==> config.mk <==
export PLATFORM = sky130hd
export DESIGN_NAME = template_alternative_tokenizer
export DESIGN_NICKNAME = d
export VERILOG_FILES = /design/src/rtl/core/tat_pkg.sv /design/src/rtl/core/template_alternative_tokenizer.sv
export SDC_FILE = /design/constraint.sdc
export NUM_CORES = 1
export LEC_CHECK = 0
export ABC_AREA = 1
export BUFFER_PORTS_ARGS = -buffer_cell sky130_fd_sc_hd__buf_2
export CORE_ASPECT_RATIO = 0.7
export CORE_MARGIN = 2
export CORE_UTILIZATION = 40
export CTS_CLUSTER_SIZE = 10
export DETAILED_ROUTE_END_ITERATION = 7
export PLACE_DENSITY = 0.55
export REMOVE_ABC_BUFFERS = 1
export SLEW_MARGIN = 20
export SYNTH_ARGS = -nofsm -noshare
export SYNTH_HDL_FRONTEND = slang
export SYNTH_SLANG_ARGS = --single-unit
==> constraint.sdc <==
create_clock -name clk -period 10 [get_ports clk]
set_clock_uncertainty 0.15 [all_clocks]
set_input_delay 0.5 -clock clk [delete_from_list [all_inputs] [get_ports clk]]
set_output_delay 0.5 -clock clk [all_outputs]
set_load 0.02 [all_outputs]
==> src/rtl/core/tat_pkg.sv <==
// Shared types and constants of the template alternative tokenizer.
// Holds the result beat layout, the result kind and error codes and the register map.
// Depends on nothing.
`default_nettype none

package tat_pkg;

	// Kind of a result beat.
	typedef enum logic [2:0] {
		K_STATIC = 3'd0,
		K_DYN    = 3'd1,
		K_TAG    = 3'd2,
		K_OPEN   = 3'd3,
		K_ALT    = 3'd4,
		K_CLOSE  = 3'd5,
		K_END    = 3'd6
	} kind_t;

	// Error code carried by the end beat.
	typedef enum logic [1:0] {
		ERR_OK      = 2'd0,
		ERR_SECTION = 2'd1,
		ERR_TAG     = 2'd2,
		ERR_CLOSE   = 2'd3
	} err_t;

	// Configuration register indexes.
	localparam int unsigned CFG_IDX_W = 3;
	localparam logic [CFG_IDX_W-1:0] REG_OPEN      = 3'd0;
	localparam logic [CFG_IDX_W-1:0] REG_CLOSE     = 3'd1;
	localparam logic [CFG_IDX_W-1:0] REG_ALT       = 3'd2;
	localparam logic [CFG_IDX_W-1:0] REG_TAG_OPEN  = 3'd3;
	localparam logic [CFG_IDX_W-1:0] REG_TAG_CLOSE = 3'd4;

	// Register reset values.
	localparam logic [7:0] OPEN_RST      = 8'h5B;
	localparam logic [7:0] CLOSE_RST     = 8'h5D;
	localparam logic [7:0] ALT_RST       = 8'h7C;
	localparam logic [7:0] TAG_OPEN_RST  = 8'h28;
	localparam logic [7:0] TAG_CLOSE_RST = 8'h29;

	// Result queue: four entries, room for two results of one item.
	localparam int unsigned QD   = 4;
	localparam int unsigned QA_W = 2;
	localparam int unsigned QC_W = 3;

	// One result beat.
	typedef struct packed {
		kind_t       kind;
		logic [7:0]  ch;
		err_t        err;
		logic [15:0] sec;
		logic [7:0]  alt;
		logic        last;
	} result_t;

endpackage

`default_nettype wire

==> src/rtl/core/template_alternative_tokenizer.sv <==
// Top level of the template alternative tokenizer: input stage, parser and result queue.
// Uses tat_pkg for the result beat layout, the codes and the register map.
// Single module; no submodules.
//
// Usage
// The input channel (in_valid, in_ready, mode, data_byte) carries one byte or an end-of-input
// mark per beat. The output channel (out_valid, out_ready and the result fields) carries zero,
// one or two result beats per input beat, the last of them flagged by last. The configuration
// channel (cfg_valid, cfg_ready, cfg_index, cfg_data) writes the five delimiter registers; it
// is always ready and should only be used while the block is idle.
// An accepted beat is held in an input register, classified against the parser state while
// it is held there, and its results are written into a four-entry result queue. The first
// result is offered from the queue after that write; while the queue lacks room for two
// results, the beat waits in the input register.
// One input beat is taken per cycle as long as the queue has room for two results; the
// sustained rate is set by the output port, which delivers one result per cycle while
// out_ready is high, so items giving two results are taken at a lower rate.
// When the receiver stalls, results collect in the queue and the input stage stops taking
// beats once fewer than two entries are free; nothing is dropped.
// Reset empties the queue and the input stage, returns the parser to static text with both
// counters cleared and loads the default delimiters. An end-of-input beat also returns the
// parser state to its reset values, so a new stream may follow directly.
`default_nettype none

module template_alternative_tokenizer
	import tat_pkg::*;
(
	input  wire                  clk,
	input  wire                  arst_n,
	// Input channel
	input  wire                  in_valid,
	output logic                 in_ready,
	input  wire                  mode,
	input  wire  [7:0]           data_byte,
	// Output channel
	output logic                 out_valid,
	input  wire                  out_ready,
	output logic [2:0]           kind,
	output logic [7:0]           char_out,
	output logic [1:0]           error_code,
	output logic [15:0]          section_index,
	output logic [7:0]           alternative_index,
	output logic                 last,
	// Configuration channel
	input  wire                  cfg_valid,
	output logic                 cfg_ready,
	input  wire  [CFG_IDX_W-1:0] cfg_index,
	input  wire  [7:0]           cfg_data
);

	// Parser states. A "have" state means one delimiter byte has been seen and its twin is
	// awaited.
	typedef enum logic [3:0] {
		ST_TEXT      = 4'd0,
		ST_HAVE_OPEN = 4'd1,
		ST_SEC_START = 4'd2,
		ST_TAG_OPEN1 = 4'd3,
		ST_TAG       = 4'd4,
		ST_TAG_CLOSE = 4'd5,
		ST_BODY      = 4'd6,
		ST_HAVE_ALT  = 4'd7,
		ST_HAVE_CLS  = 4'd8
	} state_t;

	// Delimiter registers.
	logic [7:0] open_q, close_q, alt_q, tag_open_q, tag_close_q;

	// Parser state.
	state_t      state_q, state_d;
	logic [15:0] sec_q, sec_upd;
	logic [7:0]  altc_q, altc_upd;
	logic        seen_q, seen_upd;

	// Input stage.
	logic       valid_s1;
	logic       mode_s1;
	logic [7:0] byte_s1;
	logic       advance;

	// Result queue.
	result_t         queue_q [QD];
	logic [QA_W-1:0] head_q, tail_q;
	logic [QC_W-1:0] cnt_q;
	logic            pop;

	// Results of the item in the input stage.
	logic [1:0] n_res;
	kind_t      k0, k1;
	logic [7:0] c0, c1;
	err_t       err;
	result_t    r0, r1;

	// Configuration writes are always taken; indexes beyond the map are ignored.
	assign cfg_ready = 1'b1;

	always_ff @(posedge clk or negedge arst_n) begin
		if (!arst_n) begin
			open_q      <= OPEN_RST;
			close_q     <= CLOSE_RST;
			alt_q       <= ALT_RST;
			tag_open_q  <= TAG_OPEN_RST;
			tag_close_q <= TAG_CLOSE_RST;
		end else if (cfg_valid && cfg_ready) begin
			case (cfg_index)
				REG_OPEN:      open_q      <= cfg_data;
				REG_CLOSE:     close_q     <= cfg_data;
				REG_ALT:       alt_q       <= cfg_data;
				REG_TAG_OPEN:  tag_open_q  <= cfg_data;
				REG_TAG_CLOSE: tag_close_q <= cfg_data;
				default: ;
			endcase
		end
	end

	// The held beat is processed when the queue can take two results, whatever the output does.
	assign advance  = valid_s1 && (cnt_q <= QC_W'(QD - 2));
	assign in_ready = !valid_s1 || advance;

	always_ff @(posedge clk or negedge arst_n) begin
		if (!arst_n) begin
			valid_s1 <= 1'b0;
		end else if (in_ready) begin
			valid_s1 <= in_valid;
		end
	end

	always_ff @(posedge clk) begin
		if (in_ready && in_valid) begin
			mode_s1 <= mode;
			byte_s1 <= data_byte;
		end
	end

	// Classification of the held beat. Counters are updated first; every result of a data
	// beat carries the updated counters, and the end beat carries them unchanged because an
	// end mark never touches them before the clear.
	always_comb begin
		state_d  = state_q;
		sec_upd  = sec_q;
		altc_upd = altc_q;
		seen_upd = seen_q;
		n_res    = 2'd0;
		k0       = K_STATIC;
		c0       = 8'd0;
		k1       = K_STATIC;
		c1       = 8'd0;
		err      = ERR_OK;
		if (mode_s1) begin
			case (state_q)
				ST_SEC_START, ST_TAG_OPEN1, ST_BODY, ST_HAVE_ALT: err = ERR_SECTION;
				ST_TAG, ST_TAG_CLOSE:                             err = ERR_TAG;
				ST_HAVE_CLS:                                      err = ERR_CLOSE;
				default:                                          err = ERR_OK;
			endcase
			if (state_q == ST_HAVE_OPEN) begin
				// A pending open byte is flushed as static text before the end beat.
				n_res = 2'd2;
				k0    = K_STATIC;
				c0    = open_q;
				k1    = K_END;
			end else begin
				n_res = 2'd1;
				k0    = K_END;
			end
			state_d = ST_TEXT;
		end else begin
			case (state_q)
				ST_HAVE_OPEN: begin
					if (byte_s1 == open_q) begin
						if (seen_q) begin
							if (sec_q != 16'hFFFF) sec_upd = sec_q + 16'd1;
						end else begin
							seen_upd = 1'b1;
						end
						altc_upd = 8'd0;
						n_res    = 2'd1;
						k0       = K_OPEN;
						state_d  = ST_SEC_START;
					end else begin
						n_res   = 2'd2;
						c0      = open_q;
						c1      = byte_s1;
						state_d = ST_TEXT;
					end
				end
				ST_SEC_START: begin
					// The first byte of a section is literal unless it starts a tag.
					if (byte_s1 == tag_open_q) begin
						state_d = ST_TAG_OPEN1;
					end else begin
						n_res   = 2'd1;
						k0      = K_DYN;
						c0      = byte_s1;
						state_d = ST_BODY;
					end
				end
				ST_TAG_OPEN1: begin
					if (byte_s1 == tag_open_q) begin
						state_d = ST_TAG;
					end else begin
						n_res   = 2'd2;
						k0      = K_DYN;
						c0      = tag_open_q;
						k1      = K_DYN;
						c1      = byte_s1;
						state_d = ST_BODY;
					end
				end
				ST_TAG: begin
					if (byte_s1 == tag_close_q) begin
						state_d = ST_TAG_CLOSE;
					end else begin
						n_res = 2'd1;
						k0    = K_TAG;
						c0    = byte_s1;
					end
				end
				ST_TAG_CLOSE: begin
					if (byte_s1 == tag_close_q) begin
						state_d = ST_BODY;
					end else begin
						n_res   = 2'd2;
						k0      = K_TAG;
						c0      = tag_close_q;
						k1      = K_TAG;
						c1      = byte_s1;
						state_d = ST_TAG;
					end
				end
				ST_BODY: begin
					// The alternative separator wins where it equals the close byte.
					if (byte_s1 == alt_q) begin
						state_d = ST_HAVE_ALT;
					end else if (byte_s1 == close_q) begin
						state_d = ST_HAVE_CLS;
					end else begin
						n_res = 2'd1;
						k0    = K_DYN;
						c0    = byte_s1;
					end
				end
				ST_HAVE_ALT: begin
					if (byte_s1 == alt_q) begin
						if (altc_q != 8'hFF) altc_upd = altc_q + 8'd1;
						n_res = 2'd1;
						k0    = K_ALT;
					end else begin
						n_res = 2'd2;
						k0    = K_DYN;
						c0    = alt_q;
						k1    = K_DYN;
						c1    = byte_s1;
					end
					state_d = ST_BODY;
				end
				ST_HAVE_CLS: begin
					if (byte_s1 == close_q) begin
						n_res   = 2'd1;
						k0      = K_CLOSE;
						state_d = ST_TEXT;
					end else begin
						n_res   = 2'd2;
						k0      = K_DYN;
						c0      = close_q;
						k1      = K_DYN;
						c1      = byte_s1;
						state_d = ST_BODY;
					end
				end
				default: begin
					if (byte_s1 == open_q) begin
						state_d = ST_HAVE_OPEN;
					end else begin
						n_res   = 2'd1;
						c0      = byte_s1;
						state_d = ST_TEXT;
					end
				end
			endcase
		end
	end

	// Only the end beat carries an error code, and it is always the final result.
	always_comb begin
		r0.kind = k0;
		r0.ch   = c0;
		r0.err  = (k0 == K_END) ? err : ERR_OK;
		r0.sec  = sec_upd;
		r0.alt  = altc_upd;
		r0.last = (n_res == 2'd1);
		r1.kind = k1;
		r1.ch   = c1;
		r1.err  = (k1 == K_END) ? err : ERR_OK;
		r1.sec  = sec_upd;
		r1.alt  = altc_upd;
		r1.last = 1'b1;
	end

	// Parser state register; an end beat returns everything to the reset values.
	always_ff @(posedge clk or negedge arst_n) begin
		if (!arst_n) begin
			state_q <= ST_TEXT;
			sec_q   <= 16'd0;
			altc_q  <= 8'd0;
			seen_q  <= 1'b0;
		end else if (advance) begin
			state_q <= state_d;
			if (mode_s1) begin
				sec_q  <= 16'd0;
				altc_q <= 8'd0;
				seen_q <= 1'b0;
			end else begin
				sec_q  <= sec_upd;
				altc_q <= altc_upd;
				seen_q <= seen_upd;
			end
		end
	end

	// Result queue: up to two entries written per cycle, one read at the head.
	assign pop = out_valid && out_ready;

	always_ff @(posedge clk or negedge arst_n) begin
		if (!arst_n) begin
			head_q <= '0;
			tail_q <= '0;
			cnt_q  <= '0;
		end else begin
			if (pop) head_q <= head_q + QA_W'(1);
			if (advance) tail_q <= tail_q + QA_W'(n_res);
			cnt_q <= cnt_q + (advance ? QC_W'(n_res) : QC_W'(0)) - (pop ? QC_W'(1) : QC_W'(0));
		end
	end

	always_ff @(posedge clk) begin
		if (advance && n_res != 2'd0) queue_q[tail_q] <= r0;
		if (advance && n_res == 2'd2) queue_q[tail_q + QA_W'(1)] <= r1;
	end

	assign out_valid         = (cnt_q != '0);
	assign kind              = queue_q[head_q].kind;
	assign char_out          = queue_q[head_q].ch;
	assign error_code        = queue_q[head_q].err;
	assign section_index     = queue_q[head_q].sec;
	assign alternative_index = queue_q[head_q].alt;
	assign last              = queue_q[head_q].last;

`ifndef SYNTHESIS
	// The queue never holds more results than it has entries.
	a_cnt_bound: assert property (@(posedge clk) disable iff (!arst_n)
		cnt_q <= QC_W'(QD))
		else $error("result queue overfilled");

	// An end beat leaves the parser in its reset state.
	a_end_clears: assert property (@(posedge clk) disable iff (!arst_n)
		advance && mode_s1 |=> state_q == ST_TEXT && sec_q == 16'd0 && altc_q == 8'd0 && !seen_q)
		else $error("parser state not cleared after end of input");

	// Every processed end beat yields an end result flagged as last.
	a_end_result: assert property (@(posedge clk) disable iff (!arst_n)
		advance && mode_s1 |-> n_res != 2'd0 && (n_res == 2'd1 ? r0.kind == K_END : r1.kind == K_END))
		else $error("end of input produced no end result");

	// A section counter other than zero only exists once a section has been opened.
	a_seen: assert property (@(posedge clk) disable iff (!arst_n)
		sec_q != 16'd0 |-> seen_q)
		else $error("section counter advanced before any section opened");
`endif

endmodule

`default_nettype wire

# --- Word level (Yosys, flattened, before mapping) ---
# Memory sizes are Yosys's and may differ from the RTL's.
# Cells that the tools add are included.
classes:
  eq_ne: 25
  n_mux: 79
  n_reduce_logical: 22
  n_lt_le_gt_ge: 1
  add_sub_neg: 7
op_table:
  columns: ["operator", "count"]
  rows:
  - ["two-way mux 8 bit", 19]
  - ["two-way mux 16 bit", 6]
  - ["case mux 8 bit (8 select lines)", 1]
  - ["equality test 8 bit", 5]
  - ["case mux 8 bit (5 select lines)", 1]
  - ["two-way mux 2 bit", 16]
  - ["case mux 4 bit (8 select lines)", 1]
  - ["two-way mux 3 bit", 8]
  - ["two-way mux 1 bit", 18]
  - ["case mux 3 bit (6 select lines)", 1]
  - ["adder 16 x 1 -> 16 bit (second input constant)", 1]
  - ["equality test 4 x 3 -> 1 bit (second input constant)", 4]
  - ["two-way mux 4 bit", 4]
  - ["inequality test 16 bit (second input constant)", 1]
  - ["case mux 2 bit (8 select lines)", 1]
  - ["case mux 8 bit (2 select lines)", 1]
  - ["AND reduction 2 bit", 5]
  - ["equality test 3 bit (second input constant)", 3]
  - ["adder 8 x 1 -> 8 bit (second input constant)", 1]
  - ["equality test 4 x 2 -> 1 bit (second input constant)", 2]
  - ["inequality test 8 bit (second input constant)", 1]
  - ["case mux 2 bit (4 select lines)", 1]
  - ["equality test 3 x 2 -> 1 bit (second input constant)", 2]
  - ["case mux 2 bit (3 select lines)", 1]
  - ["other kinds (21)", 30]
totals:
  n_memories: 1
  reg_bits: 86
  wordCells: 150
  in_bits: 25
  ram_bits: 152
  output_inout_bits: 41
mem_list:
  columns: ["memory", "words", "width", "read_ports", "rd_clocked_by_memory_dff", "wr", "line_no", "source"]
  rows:
  - ["queue_q", 4, 38, 1, 0, 2, "template_alternative_tokenizer.sv:81", "result_t queue_q [QD];"]

# --- Longest topological paths before layout ---
# Gate-level depths: netlist of run 1.
logic_depth:
  word_depth: 9
  mapped_depth: 20
  depth_no_buf: 19

# --- Least setup slack after synthesis of run 1 ---
# OpenSTA, ideal clock, no wires.
synth_timing:
  path_kind: "reg2reg"
  from: "register byte_s1[4]"
  to: "memory queue_q[0][10] in the netlist's numbering (enable)"
  arrival_time_ps: 2594
  setup_slack_ps: 6861
  stages_incl_launch_ff: 17
  synth_period_minus_slack_ps: 3139
  setup_time_ps: 395
  required_ps: 9455
  n_path_buf: 2
  cell_sequence: "edfxtp_1 -> buf_6 -> inv_2 -> nand2_1 -> nand2_1 -> nor2_1 -> and2_4 -> nand2_4 -> nand2_2 -> nand2_1 -> inv_1 -> nand3_4 -> nand3_4 -> nor2_4 -> inv_2 -> buf_6 -> nand2_1"
synth_lines:
  columns: ["element", "line_no", "source"]
  rows:
  - ["start, declared", "template_alternative_tokenizer.sv:77", "logic [7:0] byte_s1;"]
  - ["start signal, assigned", "template_alternative_tokenizer.sv:130", "byte_s1 <= data_byte;"]
  - ["end, declared", "template_alternative_tokenizer.sv:81", null]

==> out/qor.yml, run 1 <==
floorplanning:
  initial_core_util_pct: 40.89
  dieArea_um2: 34700
  ioPinCount: 66
  fp.dieW_um: 221.8
  core_um2: 32480
  fp-row-count: 55
  die_h_um: 156.4
hold_path:
  hold_class: "input port to flip-flop"
critical_path:
  slowest_stage: "nand2_2"
  crit_chain: "inv_2 -> nand2_1 -> nand2_1 -> nand2_1 -> nor2_1 -> nand2_1 -> nand3_1 -> nand2_1 -> inv_1 -> nand2_1 -> nor2_1 -> nand2_2 -> nand3_2 -> nand2_2"
  worst_setup_path_end_kind: "flip-flop"
  worstPathArrival_ns: 4.56
  crit_path_frequent_cell: "nand2_1"
  crit_type: "flip-flop to flip-flop"
  slowest_delay_ns: 1.08
  critPathMaxFanout: 37
  crit_required_ns: 10.04
  cp-start-kind: "flip-flop"
logic_synthesis:
  yosys_register_bits: 238
  ys_types: 43
  postSynthCellCount: 1613
  ys_warn_count: 0
  syn_area_um2: 13280
  synthTopCellsByArea: "edfxtp_1 (36%), nand2_1 (11%), dfrtp_1 (11%)"
  synth_top_flop_cell: "edfxtp_1"
  avgSynthCellArea_um2: 8.233
  synth_top_area_share_pct: 35.50
  yosysTopAreaCell: "edfxtp_1"
  ys_seq_area_share_pct: 50.80
  synth_edf_count: 157
  async_flop_share_pct: 32.35
sta:
  tightest_slew_ns: 1.118
  hold_viol_final: 0
  min_period_ns: 4.515
  hold_ws_ns: 0.04674
  rsz0062_at_grt: "false"
  timing.final.ws_setup_ns: 5.485
  final-setup-viol-count: 0
  setup-tns-final_ns: 0
  maxSlewViolCount: 0
  period_share_pct: 45.15
  max_slew_margin_pct: 25.19
  fmax_mhz: 221.5
layout:
  utilization_pct: 45.26
  layout_commonest_cell: "nand2_1"
  final_cell_mix: "nand2_1 (389), nor2_1 (170), o21ai_0 (158)"
  multi_input_area_um2: 5502
  area_growth_pct: 10.69
  drive_gt1_share_pct: 10.89
  seqCellArea_um2: 6748
  fill_cells: 3248
  antennaDiodeCount: 0
  post-route-cell-area_um2: 14700
  nets: 1672
detailed_routing:
  viasPerCell: 5.397
  first_pass_iters: 7
  ant_nets: 0
  drt_drc_violations_left: 5
  drtIter0Drc: 1235
  drt-total-wl_um: 42090
  detail_route.wl_per_cell_um: 20.15
  via_count: 11270
place:
  io_buffers: 64
  place_area_um2: 13740
  pre_cts_ws_ns: 5.544
  hpwlAfterDp_um: 28560
  gp_congestion: 0.9513
global_route:
  grt_pass1_wl_um: 65090
  antenna_found_initial: 0
  globalRouteTotalUtil_pct: 24.47
  grt_max_degree: 80
  globalRoute.totalOverflow: 0
  grt_pass1_vias: 10430
power:
  cellPowerDensity_nw_per_um2: 256.8
  power_frac_seq_pct: 36.8
  p_leak_nw: 6.090
  clkPwrFrac_pct: 25.9
  vdd.ir_drop.worst_v: 0.0001268
  p_int_w: 0.002206
  p_comb_share_pct: 37.4
  switching_share_pct: 41.55
  power.switching_w: 0.001568
job:
  cap_violations: 0
run_status:
  outcome: "finished with violations"
  violations: "DRC"
clocking:
  clk_path_buf_depth: 3
  cts_max_level: 1
  cts_tree: "yes"
  clk_latency_ns: 0.58
  root_buffer: "clkbuf_16"
  cts_setup_buffers: 0
  clk_pin_slew_worst_paths_ns: 0.06
  numCtsBuffers: 28
  clock-sinks: 238
## power groups by stage
stage | combinational [W] | clock [W] | sequential (W)
floorplan | 0.000871 | 0 | 0.00141
global placement | 0.00140 | 0 | 0.00140
detailed placement | 0.00142 | 0 | 0.00140
CTS | 0.00142 | 0.000996 | 0.00139
global route | 0.00156 | 0.00104 | 0.00140
finish | 0.00141 | 0.000976 | 0.00139
## through the flow
stage,power (W),cells
2_1_floorplan,0.002276,1527
3_3_place_gp,0.002802,2027
3_5_place_dp,0.002822,2027
4_1_cts,0.003803,2089
5_1_grt,0.004004,2089
6_report,0.003774,2089
## synthesized netlist by cell type (9+ instances only)
| cell type | count |
|---|---|
| nand2_1 | 393 |
| nor2_1 | 171 |
| o21ai_0 | 159 |
| edfxtp_1 | 157 |
| nand3_1 | 143 |
| inv_1 | 133 |
| a21oi_1 | 66 |
| dfrtp_1 | 57 |
| o22ai_1 | 57 |
| clkbuf_1 | 49 |
| o21ai_1 | 23 |
| xnor2_1 | 22 |
| dfstp_2 | 20 |
| inv_2 | 17 |
| nand4_1 | 16 |
| buf_6 | 14 |
| xor2_1 | 14 |
| buf_2 | 13 |
| buf_4 | 10 |
| o31ai_1 | 9 |
## area by class of cell
class	count	area share [%]
tap	427	3.634
timing repair buffer	83	3.362
clock inverter	3	0.4426
multi-input combinational	1138	37.42
sequential	238	45.90
clock buffer	49	5.371
inverter	151	3.864
## worst paths after layout
kind                       slack, ns  depth (start not counted)           from              to
max in group asynchronous       8.78                          2         arst_n       head_q[0]
max                             5.48                         14     byte_s1[4]  queue_q[2][13]
min                             0.05                          1   data_byte[1]      byte_s1[1]
max reg2reg                     5.48                         14     byte_s1[4]  queue_q[2][13]
min reg2reg                     0.31                          2  queue_q[3][0]   queue_q[3][0]
min in group asynchronous       0.40                          2         arst_n   tag_open_q[2]
## flip-flops by register name (all words and copies together) (netlist names), 2 cells and up
register and count:
alt_q 8, altc_q 8, byte_s1 8, close_q 8, cnt_q 3, head_q 2
open_q 8, queue_q 152, sec_q 16, state_q 4, tag_close_q 8, tag_open_q 8
tail_q 2
## cell families (layout without fill, tap and decap cells)
group | count (synthesis) | in the layout | share of synthesized area (%)
simple gates | 768 | 768 | 24.95
compound gates | 326 | 326 | 13.23
buf+inv | 237 | 286 | 7.905
fa+ha+maj | 7 | 7 | 0.7160
xor+xnor | 36 | 36 | 2.374
other cells | 1 | 1 | 0.02824
flops | 238 | 238 | 50.80
## metal layers
metal	global-route usage, %	share of wire (%)	vias up
li1	-	-	5497
met1	38.84	51	5288
met2	33.45	39	439
met3	5.013	8.4	48
met4	5.148	1.7	2
met5	2.665	0.28	-
## worst max-delay path, delay by kind of cell, from the launching register on
kind,cells,cell delay [ns]
buffers and inverters,2,0.20
flip-flops,1,0.59
AND/OR/NAND/NOR,12,3.17
## repair_timing
action / CTS / global route
gates resized for setup: 0 / 0
hold buffers: 10 / 0
hold endpoints to repair: 31 / 0
setup endpoints to repair: 0 / 0
Power figures use the tool's default switching activity.
==> run 2, diff against run 1 <==
--- a/config.mk
+++ b/config.mk
@@ -5,14 +5,14 @@
 export SDC_FILE = /design/constraint.sdc
 export NUM_CORES = 1
 export LEC_CHECK = 0
-export ABC_AREA = 1
+export ABC_AREA = 0
 export BUFFER_PORTS_ARGS = -buffer_cell sky130_fd_sc_hd__buf_2
 export CORE_ASPECT_RATIO = 0.7
 export CORE_MARGIN = 2
 export CORE_UTILIZATION = 40
 export CTS_CLUSTER_SIZE = 10
 export DETAILED_ROUTE_END_ITERATION = 7
-export PLACE_DENSITY = 0.55
+export PLACE_DENSITY = 0.57
 export REMOVE_ABC_BUFFERS = 1
 export SLEW_MARGIN = 20
 export SYNTH_ARGS = -nofsm -noshare
==> constraint.sdc (replaced) <==
create_clock -name clk -period 3.98 [get_ports clk]
set_clock_uncertainty 0.15 [all_clocks]
set_input_delay 0.199 -clock clk [delete_from_list [all_inputs] [get_ports clk]]
set_output_delay 0.199 -clock clk [all_outputs]
set_load 0.02 [all_outputs]
==> run 2 against run 1 <==
Cell area shrank 3.1%. Power rose by 150%. Synthesized cell count shrank 39%. The flow now finishes without violations. Critical path type unchanged. Area after synthesis decreased by 7.0%. First-iteration DRC count fell by 33%. Count of clock-buffer cells in the layout rose by 2. Critical endpoint is now cnt_q[2].
==> out/qor.yml, run 2 <==
sta:
  fmax_mhz: 265.5  # was 221.5 MHz
  min_period_ns: 3.766  # was 4.515 ns
  period_share_pct: 94.63  # was 45.15%
  max_slew_margin_pct: 32.38  # was 25.19%
  final-setup-viol-count: 0  # unchanged
  timing.final.ws_setup_ns: 0.2139  # was 5.485 ns
  rsz0062_at_grt: "false"  # unchanged
  hold_viol_final: 0  # unchanged
  tightest_slew_ns: 1.010  # was 1.118 ns
  maxSlewViolCount: 0  # unchanged
critical_path:
  crit_type: "flip-flop to flip-flop"  # unchanged
  r2r-end: "cnt_q[2]"  # was queue_q[2][13]
  worst_setup_path_end_kind: "flip-flop"  # unchanged
  cp-start-kind: "flip-flop"  # unchanged
  worstPathArrival_ns: 4.04  # was 4.56 ns
  crit_start: "byte_s1[6]"  # was byte_s1[4]
  critPathCapture: "cnt_q[2]"  # was queue_q[2][13]
  reg2reg_from: "byte_s1[6]"  # was byte_s1[4]
  reg2reg_depth: 15  # was 14
  r2r_slack_ns: 0.21  # was 5.48 ns
  crit_required_ns: 4.25  # was 10.04 ns
  critPathMaxFanout: 7  # was 37
logic_synthesis:
  async_flop_share_pct: 32.35  # unchanged
  synth_top_flop_cell: "edfxtp_1"  # unchanged
  syn_area_um2: 12350  # was 13280 µm²
  yosysTopAreaCell: "edfxtp_1"  # unchanged
  synth_commonest_cells: "edfxtp_1 (157), a21oi_1 (128), nand2_1 (81), dfrtp_1 (57), xor2_1 (46)"  # was nand2_1 (393), nor2_1 (171), o21ai_0 (159), edfxtp_1 (157), nand3_1 (143)
  yosys_register_bits: 238  # unchanged
  synthTopCellsByArea: "edfxtp_1 (38%), dfrtp_1 (12%), mux4_2 (6.9%)"  # was edfxtp_1 (36%), nand2_1 (11%), dfrtp_1 (11%)
  avgSynthCellArea_um2: 12.56  # was 8.233 µm²
  ys_seq_area_share_pct: 54.63  # was 50.80%
  ys_warn_count: 0  # unchanged
  synth_edf_count: 157  # unchanged
  post-synth-top-count-cell: "edfxtp_1"  # was nand2_1
  postSynthCellCount: 983  # was 1613
  synth_top_area_share_pct: 38.18  # was 35.50%
  ys_types: 82  # was 43
layout:
  regMostFlops: "queue_q"  # unchanged
  antennaDiodeCount: 0  # unchanged
  fin_cells: 1506  # was 2089
  nets: 1104  # was 1672
  drive_gt1_share_pct: 26.33  # was 10.89%
  largest_register_ffs: 152  # unchanged
  post-route-cell-area_um2: 14240  # was 14700 µm²
  utilization_pct: 47.21  # was 45.26%
  reg_top3: "queue_q (152), sec_q (16)"  # unchanged
  layout_commonest_cell: "edfxtp_1"  # was nand2_1
  area_growth_pct: 15.35  # was 10.69%
  final_cell_mix: "edfxtp_1 (157), a21oi_1 (127), nand2_1 (77)"  # was nand2_1 (389), nor2_1 (170), o21ai_0 (158)
detailed_routing:
  viasPerCell: 5.911  # was 5.397
  drt-total-wl_um: 35390  # was 42090 µm
  ant_nets: 0  # unchanged
  first_pass_iters: 5  # was 7
  drtIter0Drc: 831  # was 1235
  detail_route.wl_per_cell_um: 23.50  # was 20.15 µm
  drt_drc_violations_left: 0  # was 5
  via_count: 8902  # was 11270
power:
  cellPowerDensity_nw_per_um2: 658.5  # was 256.8 nW/µm²
  clkPwrFrac_pct: 25.5  # was 25.9%
  power.switching_w: 0.003478  # was 0.001568 W
  p_comb_share_pct: 35.2  # was 37.4%
  power.total_w: 0.009380  # was 0.003774 W
  power_frac_seq_pct: 39.4  # was 36.8%
  p_leak_nw: 4.911  # was 6.090 nW
  switching_share_pct: 37.08  # was 41.55%
  p_int_w: 0.005902  # was 0.002206 W
  vdd.ir_drop.worst_v: 0.0004345  # was 0.0001268 V
floorplanning:
  initial_core_util_pct: 40.93  # was 40.89%
  ioPinCount: 66  # unchanged
  core_um2: 30170  # was 32480 µm²
  fp-row-count: 53  # was 55
  dieArea_um2: 32320  # was 34700 µm²
  die_h_um: 151.0  # was 156.4 µm
  fp.dieW_um: 214.0  # was 221.8 µm
global_route:
  grt_pass1_vias: 8791  # was 10430
  globalRouteTotalUtil_pct: 22.28  # was 24.47%
  grt_max_degree: 78  # was 80
  grt_pass1_wl_um: 55240  # was 65090 µm
  antenna_found_initial: 0  # unchanged
  globalRoute.totalOverflow: 0  # unchanged
clocking:
  clk_pin_slew_worst_paths_ns: 0.06  # about the same
  clk_latency_ns: 0.55  # was 0.58 ns
  root_buffer: "clkbuf_16"  # unchanged
  clk_path_buf_depth: 3  # unchanged
  cts_max_level: 1  # unchanged
  cts_tree: "yes"  # unchanged
  numCtsBuffers: 28  # unchanged
  clock-sinks: 238  # unchanged
place:
  place_area_um2: 13170  # was 13740 µm²
  dp_cells: 1431  # was 2027
  pre_cts_ws_ns: 0.2763  # was 5.544 ns
  io_buffers: 64  # unchanged
  hpwlAfterDp_um: 22470  # was 28560 µm
  gp_congestion: 0.8927  # was 0.9513
run_status:
  outcome: "complete, no violations"  # was finished with violations
job:
  cap_violations: 0  # unchanged
hold_path:
  hold_class: "input port to flip-flop"  # unchanged
## run 2: cells by family after synthesis
| family | Yosys count | synth area share (%) |
|---|---|---|
| other cells | 1 | 0.03037 |
| fa+ha+maj | 7 | 0.7700 |
| buf+inv | 86 | 4.124 |
| compound gates | 294 | 15.79 |
| flops | 238 | 54.63 |
| xor+xnor | 59 | 4.428 |
| mux | 88 | 11.40 |
| simple gates | 210 | 8.835 |
## run 2: cell type report
| class | instances | area [µm²] |
|---|---|---|
| Multi-Input combinational cell | 659 | 5144 |
| Inverter | 13 | 48.80 |
| Clock inverter | 1 | 7.507 |
| Timing Repair Buffer | 132 | 949.7 |
| Tap cell | 412 | 515.5 |
| Sequential cell | 238 | 6751 |
| Clock buffer | 51 | 828.3 |
| Fill cell | 2730 | 15930 |
## run 2: worst min-delay path by stage
stage	startpoint	endpoint	cells after the start
final	cfg_index[1]	tag_close_q[5]	3
after floorplan	arst_n	alt_q[0]	0
after CTS	cfg_index[1]	tag_close_q[5]	3
after global routing	cfg_index[1]	tag_close_q[5]	3
after global placement	mode	mode_s1	1
after detailed placement	mode	mode_s1	1
## run 2: metal layers
metal | wire length [µm] | up-vias | GRT usage (%)
met4 | 512 | 0 | 4.336
met5 | 0 | - | 0
li1 | - | 3986 | -
met3 | 2720 | 36 | 4.016
met2 | 14750 | 404 | 32.08
met1 | 17400 | 4476 | 34.97
## run 2: critical path: stages, from the launching register on
cell and delay [ns]:
edfxtp_1 0.54, buf_4 0.21, xor2_1 0.22, nor4_2 0.09
a2111oi_2 0.48, a311oi_4 0.07, o2111a_4 0.34, nor2_1 0.20
nand2_1 0.09, ha_1 0.28, inv_1 0.06, ha_1 0.13
inv_1 0.05, fa_1 0.42, xor2_1 0.16, xnor2_1 0.13
## run 2: through the flow
stage	setup TNS, ns	hold slack (ns)
after detailed placement	0	0.2307
after CTS	0	0.04872
final	0	0.07629
after global placement	0	0.2275
after floorplan	-56.77	-0.2466
after global routing	0	0.08247
## run 2: repair_timing
item                       4_1_cts  5_1_grt
resized for setup                0        2
hold buffers                    20        0
setup endpoints to repair        0        1
hold endpoints to repair       109        0
setup buffers                    0        3
## run 2: power by group through the flow
stage | logic [W] | registers (W) | clock network (W)
final | 0.00330 | 0.00369 | 0.00239
after floorplan | 0.00207 | 0.00363 | 0
after global routing | 0.00354 | 0.00376 | 0.00252
after CTS | 0.00330 | 0.00369 | 0.00243
after detailed placement | 0.00327 | 0.00374 | 0
after global placement | 0.00324 | 0.00372 | 0
==> run 3, diff against run 2 <==
--- a/config.mk
+++ b/config.mk
@@ -5,7 +5,7 @@
 export SDC_FILE = /design/constraint.sdc
 export NUM_CORES = 1
 export LEC_CHECK = 0
-export ABC_AREA = 0
+export ABC_AREA = 1
 export BUFFER_PORTS_ARGS = -buffer_cell sky130_fd_sc_hd__buf_2
 export CORE_ASPECT_RATIO = 0.7
 export CORE_MARGIN = 2
@@ -13,7 +13,7 @@
 export CTS_CLUSTER_SIZE = 10
 export DETAILED_ROUTE_END_ITERATION = 7
 export PLACE_DENSITY = 0.57
-export REMOVE_ABC_BUFFERS = 1
+export SKIP_CTS_REPAIR_TIMING = 1
 export SLEW_MARGIN = 20
 export SYNTH_ARGS = -nofsm -noshare
 export SYNTH_HDL_FRONTEND = slang
==> run 3 against run 2 <==
The flow now finishes with violations (DRC). Via count increased by 32%. Register-to-register slack better by 0.33 ns. Non-clock buffer count shrank 9. First-iteration DRC count up 77%. Count of clock-buffer cells in the layout fell by 1. Worst hold slack improved by 0.032 ns. Largest cell class unchanged. Largest power group is now combinational cells.
==> out/qor.yml, run 3 (same netlist as run 1, synthesis figures left out) <==
run_status:
  outcome: "finished with violations"  # was complete, no violations
  violations: "DRC"
layout:
  fill_cells: 3190  # was 2730
  final_cell_mix: "nand2_1 (389), nor2_1 (170), o21ai_0 (159)"  # was edfxtp_1 (157), a21oi_1 (127), nand2_1 (77)
  largest_register_ffs: 152  # unchanged
  drive_gt1_share_pct: 12.34  # was 26.33%
  antennaDiodeCount: 0  # unchanged
  nets: 1712  # was 1104
  multi_input_area_um2: 5497  # was 5144 µm²
  seqCellArea_um2: 6748  # was 6751 µm²
  layout_commonest_cell: "nand2_1"  # was edfxtp_1
  post-route-cell-area_um2: 15060  # was 14240 µm²
  reg_top3: "queue_q (152), sec_q (16)"  # unchanged
  area_growth_pct: 13.38  # was 15.35%
  regMostFlops: "queue_q"  # unchanged
clocking:
  cts_max_level: 1  # unchanged
  numCtsBuffers: 28  # unchanged
  clk_latency_ns: 0.57  # was 0.55 ns
  clk_path_buf_depth: 3  # unchanged
  clock-sinks: 238  # unchanged
  root_buffer: "clkbuf_16"  # unchanged
  clk_pin_slew_worst_paths_ns: 0.06  # about the same
  cts_tree: "yes"  # unchanged
hold_path:
  hold_class: "input port to async pin"  # was input port to flip-flop
critical_path:
  reg2reg_from: "byte_s1[6]"  # unchanged
  crit_type: "flip-flop to flip-flop"  # unchanged
  critPathMaxFanout: 9  # was 7
  cp-start-kind: "flip-flop"  # unchanged
  crit_required_ns: 4.28  # was 4.25 ns
  worst_setup_path_end_kind: "flip-flop"  # unchanged
  worstPathArrival_ns: 3.74  # was 4.04 ns
  crit_start: "byte_s1[6]"  # unchanged
  reg2reg_depth: 15  # unchanged
sta:
  tightest_slew_ns: 1.048  # was 1.010 ns
  hold_viol_final: 0  # unchanged
  setup-tns-final_ns: 0  # unchanged
  maxSlewViolCount: 0  # unchanged
  timing.final.ws_setup_ns: 0.5452  # was 0.2139 ns
  min_period_ns: 3.435  # was 3.766 ns
  hold_ws_ns: 0.1081  # was 0.07629 ns
  period_share_pct: 86.30  # was 94.63%
  final-setup-viol-count: 0  # unchanged
  fmax_mhz: 291.1  # was 265.5 MHz
  max_slew_margin_pct: 29.91  # was 32.38%
  rsz0062_at_grt: "false"  # unchanged
detailed_routing:
  detail_route.wl_per_cell_um: 20.09  # was 23.50 µm
  via_count: 11760  # was 8902
  first_pass_iters: 8  # was 5
  drtIter0Drc: 1468  # was 831
  drt_drc_violations_left: 4  # was 0
  ant_nets: 0  # unchanged
  viasPerCell: 5.523  # was 5.911
  drt-total-wl_um: 42770  # was 35390 µm
floorplanning:
  dieArea_um2: 34700  # was 32320 µm²
  initial_core_util_pct: 40.89  # was 40.93%
  ioPinCount: 66  # unchanged
  die_h_um: 156.4  # was 151.0 µm
  core_um2: 32480  # was 30170 µm²
  fp.dieW_um: 221.8  # was 214.0 µm
  fp-row-count: 55  # was 53
global_route:
  globalRouteTotalUtil_pct: 24.82  # was 22.28%
  grt_pass1_vias: 11120  # was 8791
  grt_pass1_wl_um: 66510  # was 55240 µm
  globalRoute.totalOverflow: 0  # unchanged
  antenna_found_initial: 1  # was 0
  grt_max_degree: 79  # was 78
power:
  power.total_w: 0.009697  # was 0.009380 W
  vdd.ir_drop.worst_v: 0.0004332  # was 0.0004345 V
  p_leak_nw: 6.280  # was 4.911 nW
  cellPowerDensity_nw_per_um2: 644.0  # was 658.5 nW/µm²
job:
  cap_violations: 0  # unchanged
place:
  pre_cts_ws_ns: 0.6186  # was 0.2763 ns
  io_buffers: 64  # unchanged
  gp_congestion: 0.9852  # was 0.8927
  place_area_um2: 14020  # was 13170 µm²
  hpwlAfterDp_um: 29320  # was 22470 µm
logic_synthesis:
  syn_nets: 1645
==> run 3: cell types whose count changed in the layout (fill, tap and decap cells not counted), sizes merged, moves of 13 or more <==
cell,change
nand2,+315
o21ai,+149
nor2,+146
inv,+138
nand3,+126
a21oi,-62
mux2,-41
mux4,-38
xor2,-36
a22oi,-16
o22ai,+13
xnor2,+13
==> run 3: final timing paths <==
check                                  to  slack (ns)
hold / removal             tag_close_q[1]        0.11
min in group clk           tag_close_q[0]        0.17
max in group asynchronous       head_q[0]        3.05
setup reg to reg                 cnt_q[2]        0.55
hold reg to reg             queue_q[0][0]        0.31
setup / recovery                 cnt_q[2]        0.55
==> run 3: cell type report <==
type,count,area share (%)
sequential,238,44.81
clock inverter,2,0.2327
clock buffer,50,5.268
tap,427,3.548
inverter,151,3.773
multi-input combinational,1138,36.50
timing repair buffer,123,5.858
==> run 3: report_power, final <==
part           internal, W  leakage, nW  total, W  switching [W]
Combinational      0.00107         3.29   0.00384        0.00277
Sequential         0.00320         2.59   0.00348       0.000279
Clock              0.00134        0.392   0.00238        0.00104
==> run 3: per-layer routing <==
layer	GRT usage, %	part of all wire, %	up-vias
met5	0	0.028	-
met4	6.789	2.5	2
met3	4.976	9.1	68
met2	36.06	41	523
met1	37.39	48	5605
li1	-	-	5561
==> run 3: worst max-delay path, stage by stage (launching register included) <==
cell      delay (ns)
edfxtp_1        0.59
xnor2_1         0.27
nand2_1         0.08
nor2_1          0.24
nand3_1         0.20
nand2_1         0.17
nor2_1          0.09
nand3_2         0.15
nand3_2         0.13
ha_1            0.31
inv_1           0.05
ha_1            0.13
inv_1           0.05
fa_1            0.42
xnor2_1         0.14
xor2_1          0.14
==> run 3: stage by stage <==
| step | cells | util, % |
|---|---|---|
| floorplan | 1613 | - |
| global placement | 2057 | 43.18 |
| detailed placement | 2057 | 43.18 |
| CTS | 2109 | 45.73 |
| global route | 2129 | 46.36 |
| finish | 2129 | 46.36 |
